[src/sv/epfm_pkg.sv]
`timescale 1ns / 1ps
// Package for the edge period frequency meter.
// Holds shared constants, the sequencer state type and the divider handshake types.
package epfm_pkg;

  localparam int unsigned DivWidth = 32;
  localparam int unsigned CntWidth = $clog2(DivWidth);
  localparam int unsigned FreqWidth = 20;
  localparam int unsigned TpmWidth = 10;

  localparam logic [DivWidth-1:0] MicrosPerSecond = 32'd1000000;
  localparam logic [TpmWidth-1:0] TpmReset = 10'd100;

  typedef enum logic [3:0] {
    ST_IDLE = 4'b0001,
    ST_DIV1 = 4'b0010,
    ST_DIV2 = 4'b0100,
    ST_OUT  = 4'b1000
  } seq_state_t;

  typedef struct packed {
    logic                start;
    logic [DivWidth-1:0] dividend;
    logic [DivWidth-1:0] divisor;
  } div_req_t;

  typedef struct packed {
    logic                busy;
    logic                done;
    logic [DivWidth-1:0] quotient;
  } div_rsp_t;

endpackage

[src/sv/epfm_div.sv]
`timescale 1ns / 1ps
// Shared restoring divider, one quotient bit per cycle.
// Depends on epfm_pkg for widths and request/response types.
module epfm_div (
  input  logic              clk,
  input  logic              rst_n,
  input  epfm_pkg::div_req_t req,
  output epfm_pkg::div_rsp_t rsp
);

  logic [epfm_pkg::DivWidth-1:0] rem_r, rem_nxt;
  logic [epfm_pkg::DivWidth-1:0] quo_r, quo_nxt;
  logic [epfm_pkg::DivWidth-1:0] dvs_r, dvs_nxt;
  logic [epfm_pkg::CntWidth-1:0] cnt_r, cnt_nxt;
  logic                          busy_r, busy_nxt;
  logic                          done_r, done_nxt;
  logic [epfm_pkg::DivWidth:0]   rem_sh;
  logic [epfm_pkg::DivWidth:0]   trial;

  assign rem_sh = {rem_r, quo_r[epfm_pkg::DivWidth-1]};
  assign trial  = rem_sh - {1'b0, dvs_r};

  always_comb begin
    rem_nxt  = rem_r;
    quo_nxt  = quo_r;
    dvs_nxt  = dvs_r;
    cnt_nxt  = cnt_r;
    busy_nxt = busy_r;
    done_nxt = 1'b0;
    if (req.start && !busy_r) begin
      rem_nxt  = '0;
      quo_nxt  = req.dividend;
      dvs_nxt  = req.divisor;
      cnt_nxt  = '0;
      busy_nxt = 1'b1;
    end else if (busy_r) begin
      if (!trial[epfm_pkg::DivWidth]) begin
        rem_nxt = trial[epfm_pkg::DivWidth-1:0];
        quo_nxt = {quo_r[epfm_pkg::DivWidth-2:0], 1'b1};
      end else begin
        rem_nxt = rem_sh[epfm_pkg::DivWidth-1:0];
        quo_nxt = {quo_r[epfm_pkg::DivWidth-2:0], 1'b0};
      end
      cnt_nxt = cnt_r + 1'b1;
      if (cnt_r == '1) begin
        busy_nxt = 1'b0;
        done_nxt = 1'b1;
      end
    end
  end

  always_ff @(posedge clk) begin
    if (!rst_n) begin
      busy_r <= 1'b0;
      done_r <= 1'b0;
      cnt_r  <= '0;
    end else begin
      busy_r <= busy_nxt;
      done_r <= done_nxt;
      cnt_r  <= cnt_nxt;
    end
    rem_r <= rem_nxt;
    quo_r <= quo_nxt;
    dvs_r <= dvs_nxt;
  end

  assign rsp.busy     = busy_r;
  assign rsp.done     = done_r;
  assign rsp.quotient = quo_r;

endmodule

[src/sv/edge_period_frequency_meter_top.sv]
`timescale 1ns / 1ps
// Top level: capture slots, measurement sequencer and result register.
// Depends on epfm_pkg and epfm_div.
//
// Each accepted edge transaction yields one result transaction. Processing goes
// through one shared 32-step restoring divider: the tick difference is divided by
// ticks_per_microsecond, and when the interval is nonzero and below one second,
// 1000000 is divided by the interval. For the first edge after reset the sequencer
// goes straight to the result register with no division; otherwise it runs the
// first division and, when a frequency is computed, the second. in_stall stays high
// until the result register is loaded, so no new edge is taken before the last one's
// result is in it. A stalled result register holds the sequencer until it frees.
// A zero timestamp is taken as 1; a zero divider setting acts as 1.
module edge_period_frequency_meter_top (
  input  logic        clk,
  input  logic        rst_n,
  input  logic        cfg_wr_en,
  input  logic [9:0]  cfg_wr_data,
  input  logic        in_valid,
  output logic        in_stall,
  input  logic [31:0] in_edge_timestamp,
  output logic        out_valid,
  input  logic        out_stall,
  output logic [31:0] out_interval_us,
  output logic [19:0] out_frequency_hz,
  output logic        out_frequency_updated
);

  epfm_pkg::seq_state_t state_r, state_nxt;
  epfm_pkg::div_req_t   div_req;
  epfm_pkg::div_rsp_t   div_rsp;

  logic [epfm_pkg::TpmWidth-1:0]  tpm_r;
  logic                           slot_r, slot_nxt;
  logic                           have_prev_r, have_prev_nxt;
  logic [31:0]                    first_r, first_nxt;
  logic [31:0]                    second_r, second_nxt;
  logic [31:0]                    interval_r, interval_nxt;
  logic [epfm_pkg::FreqWidth-1:0] freq_r, freq_nxt;
  logic                           upd_r, upd_nxt;
  logic                           out_valid_r, out_valid_nxt;
  logic [31:0]                    out_int_r, out_int_nxt;
  logic [epfm_pkg::FreqWidth-1:0] out_freq_r, out_freq_nxt;
  logic                           out_upd_r, out_upd_nxt;

  logic        in_acc;
  logic [31:0] now;
  logic [31:0] earlier;
  logic        measure;
  logic [31:0] tpm_eff;
  logic        out_free;
  logic        int_ok;

  assign in_acc   = in_valid && !in_stall;
  assign in_stall = (state_r != epfm_pkg::ST_IDLE);
  assign now      = (in_edge_timestamp == 32'd0) ? 32'd1 : in_edge_timestamp;
  assign earlier  = slot_r ? first_r : second_r;
  assign measure  = slot_r || have_prev_r;
  assign tpm_eff  = (tpm_r == '0) ? 32'd1 : {22'd0, tpm_r};
  assign out_free = !out_valid_r || !out_stall;
  assign int_ok   = (div_rsp.quotient != 32'd0) &&
                    (div_rsp.quotient < epfm_pkg::MicrosPerSecond);

  always_comb begin
    state_nxt     = state_r;
    slot_nxt      = slot_r;
    have_prev_nxt = have_prev_r;
    first_nxt     = first_r;
    second_nxt    = second_r;
    interval_nxt  = interval_r;
    freq_nxt      = freq_r;
    upd_nxt       = upd_r;
    out_valid_nxt = out_valid_r && out_stall;
    out_int_nxt   = out_int_r;
    out_freq_nxt  = out_freq_r;
    out_upd_nxt   = out_upd_r;
    div_req.start    = 1'b0;
    div_req.dividend = now - earlier;
    div_req.divisor  = tpm_eff;
    case (state_r)
      epfm_pkg::ST_IDLE: begin
        if (in_acc) begin
          upd_nxt = 1'b0;
          if (!slot_r) begin
            first_nxt     = now;
            have_prev_nxt = 1'b0;
            slot_nxt      = 1'b1;
          end else begin
            second_nxt    = now;
            have_prev_nxt = 1'b1;
            slot_nxt      = 1'b0;
          end
          if (measure) begin
            div_req.start = 1'b1;
            state_nxt     = epfm_pkg::ST_DIV1;
          end else begin
            state_nxt = epfm_pkg::ST_OUT;
          end
        end
      end
      epfm_pkg::ST_DIV1: begin
        div_req.dividend = epfm_pkg::MicrosPerSecond;
        div_req.divisor  = div_rsp.quotient;
        if (div_rsp.done) begin
          interval_nxt = div_rsp.quotient;
          if (int_ok) begin
            div_req.start = 1'b1;
            upd_nxt       = 1'b1;
            state_nxt     = epfm_pkg::ST_DIV2;
          end else begin
            state_nxt = epfm_pkg::ST_OUT;
          end
        end
      end
      epfm_pkg::ST_DIV2: begin
        if (div_rsp.done) begin
          freq_nxt  = div_rsp.quotient[epfm_pkg::FreqWidth-1:0];
          state_nxt = epfm_pkg::ST_OUT;
        end
      end
      epfm_pkg::ST_OUT: begin
        if (out_free) begin
          out_valid_nxt = 1'b1;
          out_int_nxt   = interval_r;
          out_freq_nxt  = freq_r;
          out_upd_nxt   = upd_r;
          state_nxt     = epfm_pkg::ST_IDLE;
        end
      end
      default: begin
        state_nxt = epfm_pkg::ST_IDLE;
      end
    endcase
  end

  always_ff @(posedge clk) begin
    if (!rst_n) begin
      state_r     <= epfm_pkg::ST_IDLE;
      tpm_r       <= epfm_pkg::TpmReset;
      slot_r      <= 1'b0;
      have_prev_r <= 1'b0;
      first_r     <= '0;
      second_r    <= '0;
      interval_r  <= '0;
      freq_r      <= '0;
      upd_r       <= 1'b0;
      out_valid_r <= 1'b0;
    end else begin
      state_r     <= state_nxt;
      if (cfg_wr_en) begin
        tpm_r <= cfg_wr_data;
      end
      slot_r      <= slot_nxt;
      have_prev_r <= have_prev_nxt;
      first_r     <= first_nxt;
      second_r    <= second_nxt;
      interval_r  <= interval_nxt;
      freq_r      <= freq_nxt;
      upd_r       <= upd_nxt;
      out_valid_r <= out_valid_nxt;
    end
    out_int_r  <= out_int_nxt;
    out_freq_r <= out_freq_nxt;
    out_upd_r  <= out_upd_nxt;
  end

  epfm_div u_div (
    .clk   (clk),
    .rst_n (rst_n),
    .req   (div_req),
    .rsp   (div_rsp)
  );

  assign out_valid             = out_valid_r;
  assign out_interval_us       = out_int_r;
  assign out_frequency_hz      = out_freq_r;
  assign out_frequency_updated = out_upd_r;

endmodule
[config.mk]
export PLATFORM = sky130hd
export DESIGN_NAME = edge_period_frequency_meter_top
export DESIGN_NICKNAME = d
export VERILOG_FILES = /design/src/sv/epfm_pkg.sv /design/src/sv/epfm_div.sv /design/src/sv/edge_period_frequency_meter_top.sv
export SDC_FILE = /design/constraint.sdc
export NUM_CORES = 1
export LEC_CHECK = 0
export ABC_AREA = 1
export BUFFER_PORTS_ARGS = -buffer_cell sky130_fd_sc_hd__buf_2
export CELL_PAD_IN_SITES_DETAIL_PLACEMENT = 1
export CELL_PAD_IN_SITES_GLOBAL_PLACEMENT = 1
export CORE_MARGIN = 2
export CORE_UTILIZATION = 49
export DETAILED_ROUTE_END_ITERATION = 12
export PLACE_DENSITY = 0.94
export SETUP_SLACK_MARGIN = 0.05
export SLEW_MARGIN = 10
export SYNTH_ARGS = -nofsm -noshare
export SYNTH_HDL_FRONTEND = slang
export SYNTH_SLANG_ARGS = --single-unit
[constraint.sdc]
create_clock -name clk -period 8.6 [get_ports clk]
set_input_delay 1.29 -clock clk [delete_from_list [all_inputs] [get_ports clk]]
set_output_delay 1.29 -clock clk [all_outputs]
set_load 0.01 [all_outputs]
Yosys cells after proc, flatten, opt, wreduce, memory -nomap -nowiden
Index checks and enable logic that the tools add are counted.
Widths: inputs -> output; s select.
{"block": "totals", "reg_bits": 290, "input_bits": 47, "out_inout_bits": 55, "wordCells": 94}
{"block": "op_classes", "addsub": 3, "order_cmp": 1, "eq_ne": 11, "mux": 32, "bitwise_logic": 3, "reduce_logical": 25}
{"cell": "$mux 32", "n": 5}
{"cell": "$mux 64", "n": 1}
{"cell": "$sub 33x32->33", "n": 1}
{"cell": "$logic_not 32->1", "n": 1}
{"cell": "$lt 32x20->1 const B", "n": 1}
{"cell": "$reduce_bool 32->1", "n": 1}
{"cell": "$sub 32x32->32", "n": 1}
{"cell": "$mux 4", "n": 6}
{"cell": "$mux 1", "n": 16}
{"cell": "$pmux 4 s4", "n": 1}
{"cell": "$logic_not 10->1", "n": 1}
{"cell": "$mux 10", "n": 1}
{"cell": "$reduce_and 2->1", "n": 4}
{"cell": "$reduce_and 4->1", "n": 2}
{"cell": "$ne 2x2->1 const B", "n": 3}
{"cell": "$reduce_and 3->1", "n": 2}
{"cell": "$add 5x1->5 const B", "n": 1}
{"cell": "$eq 5x5->1 const B", "n": 1}
{"cell": "$eq 4x1->1 const B", "n": 1}
{"cell": "$eq 4x2->1 const B", "n": 1}
{"cell": "$eq 4x3->1 const B", "n": 1}
{"cell": "$eq 4x4->1 const B", "n": 1}
{"cell": "$logic_and 1x1->1", "n": 4}
{"cell": "$logic_not 1->1", "n": 4}
{"cell": "other kinds (8)", "n": 14}

Depth between registers and ports, before layout
Gate-level depths: netlist of run 1.
{"block": "depth", "depth_word": 7, "mapped_depth": 20, "depth_no_buf": 19}

Hierarchy
From an unflattened synthesis of run 1, not the netlist that was laid out.
{"block": "unflattened", "cells_unflattened": 2391, "area_unflattened_um2": 16726.0}
{"mod": "edge_period_frequency_meter_top", "instances": 1, "cells_per_inst": 1345, "area_each_um2": 9770.6, "seq_area_each_um2": 4274.1}
{"mod": "epfm_div", "instances": 1, "cells_per_inst": 1046, "area_each_um2": 6955.4, "seq_area_each_um2": 2702.6}

Worst setup path before layout of run 1
Ideal clock, no wire load.
{"block": "synth_timing", "path_kind": "input to register", "startpoint": "input port out_stall", "endpoint": "register out_freq_r, in the netlist out_frequency_hz[0], enable pin", "setup_time_ns": 0.481, "t_arrival_ns": 3.824, "t_required_ns": 8.119, "slack_ns": 4.295, "path_stages": 1, "n_path_buf": 0, "path_cell_list": "a21oi_1"}
{"block": "synth_between", "elab_chain_len": 3}
{"item": "start, declared", "line_no": "edge_period_frequency_meter_top.sv:23", "rtl": "input logic out_stall,"}
{"item": "$logic_not 1->1", "line_no": "edge_period_frequency_meter_top.sv:60", "rtl": "assign out_free = !out_valid_r || !out_stall;"}
{"item": "$logic_or 1x1->1", "line_no": "edge_period_frequency_meter_top.sv:60"}
{"item": "$reduce_and 2->1 (no source line)"}
{"item": "end signal, assigned", "line_no": "edge_period_frequency_meter_top.sv:163", "rtl": "out_freq_r <= out_freq_nxt;"}
{"item": "end, declared", "line_no": "edge_period_frequency_meter_top.sv:43", "rtl": "logic [epfm_pkg::FreqWidth-1:0] out_freq_r, out_freq_nxt;"}
No other way between the ends.
A chain may end at the register's enable or synchronous reset.

Final worst setup path of run 1
{"block": "layout_timing", "startpoint": "input port in_edge_timestamp[28]", "endpoint": "register u_div.quo_r[28] (netlist name), data pin"}
{"block": "layout_between", "elab_chain_len": 5}
{"item": "start, declared", "line_no": "edge_period_frequency_meter_top.sv:21", "rtl": "input logic [31:0] in_edge_timestamp,"}
{"item": "$logic_not 32->1", "line_no": "edge_period_frequency_meter_top.sv:56", "rtl": "assign now = (in_edge_timestamp == 32'd0) ? 32'd1 : in_edge_timestamp;"}
{"item": "$mux 32 *", "line_no": "edge_period_frequency_meter_top.sv:56"}
{"item": "$sub 32x32->32 *", "line_no": "edge_period_frequency_meter_top.sv:78", "rtl": "div_req.dividend = now - earlier;"}
{"item": "$mux 64 *", "line_no": "edge_period_frequency_meter_top.sv:80", "rtl": "case (state_r)"}
{"item": "$mux 32 *", "line_no": "epfm_div.sv:30", "rtl": "if (req.start && !busy_r) begin"}
{"item": "named net u_div.quo_nxt (one bit)", "line_no": "epfm_div.sv:12", "rtl": "logic [epfm_pkg::DivWidth-1:0] quo_r, quo_nxt;"}
{"item": "end signal, assigned", "line_no": "epfm_div.sv:63", "rtl": "quo_r <= quo_nxt;"}
{"item": "end, declared", "line_no": "epfm_div.sv:12"}
The timed path passes the listed nets; every way through them passes the cells marked *.

==> results.toml, run 1 <==
[outcome]
status = "completed"

[worst_setup_path]
r2r-start = "state_r[2]"
cp.arrival_ps = 4700
path_cells = "buf_2, nor4_1, nand4_1, nor3_1, nor2_1, ha_1, fa_1, nor2_1, nand2_1, nand3_1, nand3_1, nand2_1, nand2_1, nand2_1, nand2_1, nand3_1, nand2_1, nand3_1, nand2_1"
ff2ff_setup_slack_ps = 4270
cp_common_cell = "nand2_1"
cp.required_ps = 8940
worst-setup-path-type = "in2reg"
slowest_stage = "nor4_1"
startpoint_type = "input port"
crit_fanout = 4
reg2reg_to = "u_div.quo_r[0]"
cp-end-kind = "register"
slowest_delay_ps = 670
reg2reg_depth = 10
critPathLaunch = "in_edge_timestamp[28]"

[global_routing]
overflow = 0
grt_pass1_wl_um = 87680
gr-usage-met2 = 0.5817
busiest_layer = "met2"
grt_max_degree = 65
use_met3 = 0.04259
use_met1 = 0.3931
grtUsageTotal = 0.3269
antenna_found_initial = 0
grt_pass1_vias = 16440

[detailed_routing]
drc = 0
dr.pass1.iters = 5
routed_wl_um = 54870
vias = 15310
vias_per_cell = 5.783
drt_iter0_drc = 1212
final_antenna_net_count = 0
wl_per_cell_um = 20.73

[final_layout]
nets = 2333
fillCellCount = 4049
antenna_cells = 0
drive_above_1_share = 0.09621
layout_commonest_cell = "nand2_1"
multiInputGateArea_um2 = 7272
final_cell_mix = "nand2_1, inv_1, dfxtp_1"
seq_area_um2 = 6977
fin_area_um2 = 17660
fin_cells = 2647
areaGrowthSynthToFinish_pct = 11.15

[power]
p_sw_frac = 0.4401
p_leak_nw = 8.075
p_per_area_nw_per_um2 = 342.1
clockPowerShare = 0.240
pwr-share-seq = 0.320
p_sw_mw = 2.658
irDropWorstVdd_mv = 0.2274
share_comb_of_total_power = 0.441
intPower_mw = 3.382

[synth]
synth-seq-cells = 290
synth_top_area_share = 0.2212
seq_area_frac_synth = 0.4392
syn_area_um2 = 15890
ys_types = 44
synth_nets = 2279
syn_inst = 2167
avgSynthCellArea_um2 = 7.331
async_flop_share = 0
synth-edff-count = 117
synth_area_leader_cell = "edfxtp_1"
yosys-top-cells-area = "edfxtp_1, dfxtp_1, nand2_1"
yosysWarnings = 0
synthFlopType = "dfxtp_1"

[placement]
gp_congestion = 0.9253
placedCellCount = 2590
io_buffers = 101
place_area_um2 = 16570
dp_hpwl_um = 37340

[clocking]
numCtsBuffers = 31
insertion_delay_ps = 590
post_cts_buffers = 0
cts.sinks = 290
cts_tree = "built"
cts-htree-levels = 1
cts_buffer_depth = 3
root_buffer = "clkbuf_16"
hold_buffers = 0
cts.clk_slew.worst_paths_ps = 70
cts_resized = 0

[timing]
maxSlewViolCount = 0
fmax_mhz = 229.2
whs_ps = 430.7
skew_ps = 23.59
max-slew-margin-rel = 0.3081
hold_viol_final = 0
min_period_ps = 4362
worstMarginPinSlew_ps = 1034
setup_violations = 0
fin_tns_setup_ps = 0
fin_crit_sh = 0.5072
rsz0062_at_grt = "false"

[floorplanning]
dieHeight_um = 184.1
start_util = 0.5008
rows = 65
die_x_um = 184.1
die_area_um2 = 33870
num_io_pins = 102
core_um2 = 31720

[min_path]
holdPathEnd = "out_interval_us[26]"
hp-class = "reg2reg"
hp-start = "interval_r[26]"
worstHoldPathCells = 0

[flow_run]
maxCapViolations = 0
==> cells in the mapped netlist (3+ instances only) <==
master and n:
buf_4 6, o21ai_0 101, xnor2_1 16, o21ai_1 7, buf_6 8, nor2_1 141, buf_2 9, nor4_1 15
nand3b_1 10, ha_1 63, nand2_1 623, xor2_1 11, edfxtp_1 117, o22ai_1 41, nor3_1 15, inv_2 4
dfxtp_1 173, nor3_2 4, o21bai_1 8, nand3_1 168, nor2_2 6, inv_1 320, clkbuf_1 67, nand3_2 3
nand4_1 22, a21oi_1 161, nand2_2 24
==> worst max path at each step <==
| stage | endpoint | slack [ps] | cells past startpoint |
|---|---|---|---|
| finish | u_div.quo_r[28] | 4240 | 19 |
| floorplan | out_frequency_hz[0] | 4290 | 1 |
| global placement | u_div.quo_r[30] | 4000 | 19 |
| detailed placement | u_div.quo_r[28] | 3890 | 19 |
| CTS | u_div.quo_r[28] | 4310 | 19 |
| global route | u_div.quo_r[3] | 4110 | 10 |
==> through the flow <==
stage | util | setup WS [ps] | power, mW
CTS | 0.5566 | 4305 | 6.002
finish | 0.5566 | 4238 | 6.039
global route | 0.5566 | 4110 | 6.404
floorplan | - | 4295 | 3.786
detailed placement | 0.5224 | 3887 | 4.475
global placement | 0.5224 | 3997 | 4.324
==> kinds of logic (layout without fill, tap and decap cells) <==
logic type / after synthesis / in the layout / synth area share
simple gates: 1040 / 1040 / 0.2786
buf+inv: 417 / 495 / 0.1055
compound gates: 328 / 328 / 0.1097
flops: 290 / 290 / 0.4392
fa+ha+maj: 65 / 65 / 0.05214
xor+xnor: 27 / 27 / 0.01489
==> layout make-up <==
cell class                      count  share of cell area
Sequential cell                   290              0.3952
Clock inverter                     19             0.01375
Timing Repair Buffer              114             0.03416
Inverter                          324             0.06888
Multi-Input combinational cell   1460              0.4119
Tap cell                          402             0.02849
Clock buffer                       38             0.04769
==> per-layer routing <==
metal | vias up | part of all wire
met2 | 568 | 0.50
met3 | 186 | 0.053
met4 | 0 | 0.048
met5 | - | 0
li1 | 7092 | -
met1 | 7462 | 0.40
==> state kept, by name, summed over array words and instances (netlist names), 20 cells and up <==
signal,flops
out_interval_us,32
first_r,32
out_frequency_hz,20
u_div.rem_r,32
u_div.dvs_r,32
u_div.quo_r,32
interval_r,32
freq_r,20
second_r,32
==> power groups by stage <==
stage | combinational, mW | clock, mW | sequential [mW]
after detailed placement | 2.54 | 0 | 1.94
final | 2.66 | 1.45 | 1.93
after CTS | 2.62 | 1.46 | 1.92
after global routing | 2.95 | 1.51 | 1.95
after floorplan | 1.91 | 0 | 1.88
after global placement | 2.41 | 0 | 1.92
==> critical path: cells and delay by family <==
family | cells | cell delay, ps
adders and majority gates | 2 | 700
and+or+nand+nor | 16 | 2600
buffers and inverters | 1 | 120
Power figures use the tool's default switching activity.
==> inputs of run 2 (changes only) <==
CORE_UTILIZATION = 41   (was 49)
PLACE_DENSITY = 0.85   (was 0.94)
clock period = 3.9 ns   (was 8.6 ns; I/O delays follow)
==> results.toml, run 2 (synthesized netlist as in run 1, its figures left out) <==
[detailed_routing]
drc = 0
vias = 14820
wl_per_cell_um = 17.85
drt_iter0_drc = 877
final_antenna_net_count = 0
dr.pass1.iters = 7
routed_wl_um = 49650
vias_per_cell = 5.327

[power]
p_sw_frac = 0.4275
intPower_mw = 7.566
p_leak_nw = 8.165
p_per_area_nw_per_um2 = 736.1
share_comb_of_total_power = 0.433
clockPowerShare = 0.246
pwr-share-seq = 0.321
power.total_mw = 13.21
irDropWorstVdd_mv = 0.3435
p_sw_mw = 5.649

[timing]
min_period_ps = 3254
worstMarginPinSlew_ps = 1069
fin_ws_ps = 645.8
max-slew-margin-rel = 0.2849
rsz0062_at_grt = "false"
setup_violations = 0
hold_viol_final = 0
fin_tns_setup_ps = 0
skew_ps = 17.70
fmax_mhz = 307.3
fin_crit_sh = 0.8344
maxSlewViolCount = 0

[final_layout]
final_cell_mix = "nand2_1, inv_1, dfxtp_1"
fin_cells = 2782
nets = 2350
areaGrowthSynthToFinish_pct = 13.02
antenna_cells = 0
fillCellCount = 4893
drive_above_1_share = 0.1016
fin_area_um2 = 17950
layout_commonest_cell = "nand2_1"

[placement]
place_area_um2 = 16820
io_buffers = 101
placedCellCount = 2720
dp_slack_ps = 127.9
dp_hpwl_um = 37120
gp_congestion = 0.8906

[outcome]
status = "completed"

[clocking]
cts_buffer_depth = 3
root_buffer = "clkbuf_16"
cts.sinks = 290
cts_tree = "built"
cts_resized = 0
cts.clk_slew.worst_paths_ps = 60
cts-htree-levels = 2
numCtsBuffers = 34
post_cts_buffers = 0
insertion_delay_ps = 560
hold_buffers = 0

[worst_setup_path]
cp-end-kind = "register"
startpoint_type = "input port"
crit_fanout = 3
cp.arrival_ps = 3550
cp.required_ps = 4200
worst-setup-path-type = "in2reg"

[global_routing]
grt_max_degree = 55
grt_pass1_vias = 15650
grtUsageTotal = 0.2458
antenna_found_initial = 0
overflow = 0
grt_pass1_wl_um = 80400

[floorplanning]
rows = 72
start_util = 0.4130
core_um2 = 38470
dieHeight_um = 200.8
die_x_um = 200.8
num_io_pins = 102
die_area_um2 = 40330

[min_path]
hp-class = "in2reg"

[flow_run]
maxCapViolations = 0
-- run 2: cell count changes in the layout (fill, tap and decap cells not counted), sizes merged --
cell	change
buf	+14
clkbuf	+13
bufinv	-3
clkinv	-4
clkinvlp	-1
-- run 2: metrics by stage --
stage | utilization | hold WS (ps)
6_report | 0.4667 | 246.1
5_1_grt | 0.4667 | 260.3
4_1_cts | 0.4667 | 233.2
3_5_place_dp | 0.4372 | 418.7
3_3_place_gp | 0.4372 | 416.5
2_1_floorplan | - | 403.0
-- run 2: power groups by stage --
stage	Sequential (mW)	Clock [mW]	Combinational (mW)
6_report	4.24	3.25	5.72
5_1_grt	4.29	3.42	6.42
4_1_cts	4.23	3.32	5.70
3_5_place_dp	4.29	0	5.63
3_3_place_gp	4.25	0	5.40
2_1_floorplan	4.14	0	4.21
-- run 2: final cells by class --
class / count / area, um^2 / area share
clock buffer: 51 / 1007 / 0.05610
clock inverter: 11 / 130.1 / 0.007248
inverter: 324 / 1216 / 0.06774
multi-input combinational: 1460 / 7267 / 0.4048
sequential: 290 / 6977 / 0.3886
tap: 518 / 648.1 / 0.03610
timing repair buffer: 128 / 708.2 / 0.03945
-- run 2: routing by layer --
layer | vias up | wire length [um] | track usage
li1 | 7122 | - | -
met1 | 7185 | 21130 | 0.2965
met2 | 380 | 24360 | 0.4320
met3 | 132 | 2099 | 0.03588
met4 | 0 | 2064 | 0.1156
met5 | - | 0 | 0
-- run 2: path summary, 6_finish.rpt --
| kind | cells past startpoint | slack [ps] | from | endpoint |
|---|---|---|---|---|
| setup reg to reg | 13 | 700 | slot_r | u_div.quo_r[25] |
| hold reg to reg | 0 | 430 | freq_r[0] | out_frequency_hz[0] |
| setup / recovery | 18 | 650 | in_edge_timestamp[24] | u_div.quo_r[22] |
| hold / removal | 3 | 250 | cfg_wr_data[5] | tpm_r[5] |
-- run 2: critical path: stages --
cell and delay (ps):
buf_2 120, nor4_1 280, buf_4 170, nand3_1 130
nor3_1 330, nor2_1 130, ha_1 240, fa_1 400
nor2_1 150, nand2_1 70, nand3_1 120, a21oi_1 110
nand2_1 110, nand2_1 80, nand2_1 160, nand2_1 110
a21oi_1 160, o21ai_1 80
==> inputs of run 3 (changes only) <==
CORE_UTILIZATION = 45   (was 41)
PLACE_DENSITY = 0.88   (was 0.85)
clock period = 3.3 ns   (was 3.9 ns; I/O delays follow)
==> results.toml, run 3 (synthesized netlist as in run 1, its figures left out) <==
[final_layout]
final_util = 0.5235
fillCellCount = 4433
final_cell_mix = "nand2_1, inv_1, dfxtp_1"
multiInputGateArea_um2 = 7289
areaGrowthSynthToFinish_pct = 14.12
fin_cells = 2756
antenna_cells = 0
fin_area_um2 = 18130
seq_area_um2 = 6978
drive_above_1_share = 0.1173
layout_commonest_cell = "nand2_1"
nets = 2387

[clocking]
cts-htree-levels = 2
cts.sinks = 290
hold_buffers = 0
numCtsBuffers = 34
cts_tree = "built"
cts.clk_slew.worst_paths_ps = 60
root_buffer = "clkbuf_16"
cts_buffer_depth = 3
insertion_delay_ps = 540

[min_path]
worstHoldPathCells = 3
hp-class = "in2reg"

[placement]
placedCellCount = 2694
io_buffers = 101
gp_congestion = 0.9491
place_area_um2 = 17030
dp_slack_ps = -348.8
dp_hpwl_um = 37940

[worst_setup_path]
startpoint_type = "register"
cp.required_ps = 3710
crit_fanout = 12
reg2reg_depth = 16
cp-end-kind = "register"
worst-setup-path-type = "reg2reg"
cp.arrival_ps = 3370

[power]
power.total_mw = 15.64
p_leak_nw = 8.304
irDropWorstVdd_mv = 0.7169
p_per_area_nw_per_um2 = 862.9

[floorplanning]
core_um2 = 34630
die_area_um2 = 36820
num_io_pins = 102
start_util = 0.4587
dieHeight_um = 191.9
die_x_um = 191.9
rows = 68

[timing]
fin_tns_setup_ps = 0
rsz0062_at_grt = "false"
whs_ps = 189.6
worstMarginPinSlew_ps = 1075
hold_viol_final = 0
min_period_ps = 2963
maxSlewViolCount = 0
skew_ps = 16.96
setup_violations = 0
fin_ws_ps = 336.6
max-slew-margin-rel = 0.2807
fmax_mhz = 337.5
fin_crit_sh = 0.8980

[global_routing]
grt_max_degree = 65
antenna_found_initial = 1
grt_pass1_vias = 15970
overflow = 0
grtUsageTotal = 0.2803
grt_pass1_wl_um = 81580

[detailed_routing]
vias = 15070
vias_per_cell = 5.468
drt_iter0_drc = 937
wl_per_cell_um = 18.47
dr.pass1.iters = 6
routed_wl_um = 50890
drc = 0
final_antenna_net_count = 0

[flow_run]
maxCapViolations = 0

[outcome]
status = "completed"
## run 3: metal layers
layer  routed length [um]  part of all wire  up-vias  track usage
met3                 2179             0.043      124      0.03636
met1                21380              0.42     7368       0.3378
met4                 1842             0.036        0       0.1074
met5                    0                 0        -            0
li1                     -                 -     7216            -
met2                25480              0.50      361       0.5061
## run 3: worst paths after layout
check,startpoint,to,slack (ps)
setup reg to reg,u_div.quo_r[31],u_div.rem_r[10],340
hold reg to reg,interval_r[29],out_interval_us[29],430
hold / removal,cfg_wr_data[0],tpm_r[0],190
setup / recovery,u_div.quo_r[31],u_div.rem_r[10],340
## run 3: what timing repair did
action,CTS,global route
endpoints found under the setup margin,0,9
gates resized for setup,0,5
setup buffers,0,0
## run 3: worst max-delay path: stages (launching register included)
cell      delay (ps)
edfxtp_1         400
inv_1            150
ha_1             260
fa_1             450
o21ai_2          230
nand2_1          100
nand2_2          130
nand2_1           90
nand2_2          140
nand2_2           90
nand2_2          100
nand2_2           60
nand2_4          200
buf_4            220
nand2_1           70
nand3_1           70
nand2_1           70
## run 3: area by class of cell
class	count	share of cell area
clock buffer	46	0.05052
clock inverter	16	0.008903
inverter	324	0.06709
multi-input combinational	1460	0.4021
sequential	290	0.3849
tap	455	0.03140
timing repair buffer	165	0.05508
## run 3: where the power goes
part,leakage (nW),internal [mW],switching [mW],total (mW)
Combinational,5.29,2.27,4.70,6.97
Sequential,2.50,4.51,0.489,5.00
Clock,0.508,2.13,1.55,3.67
Total,8.30,8.90,6.74,15.6
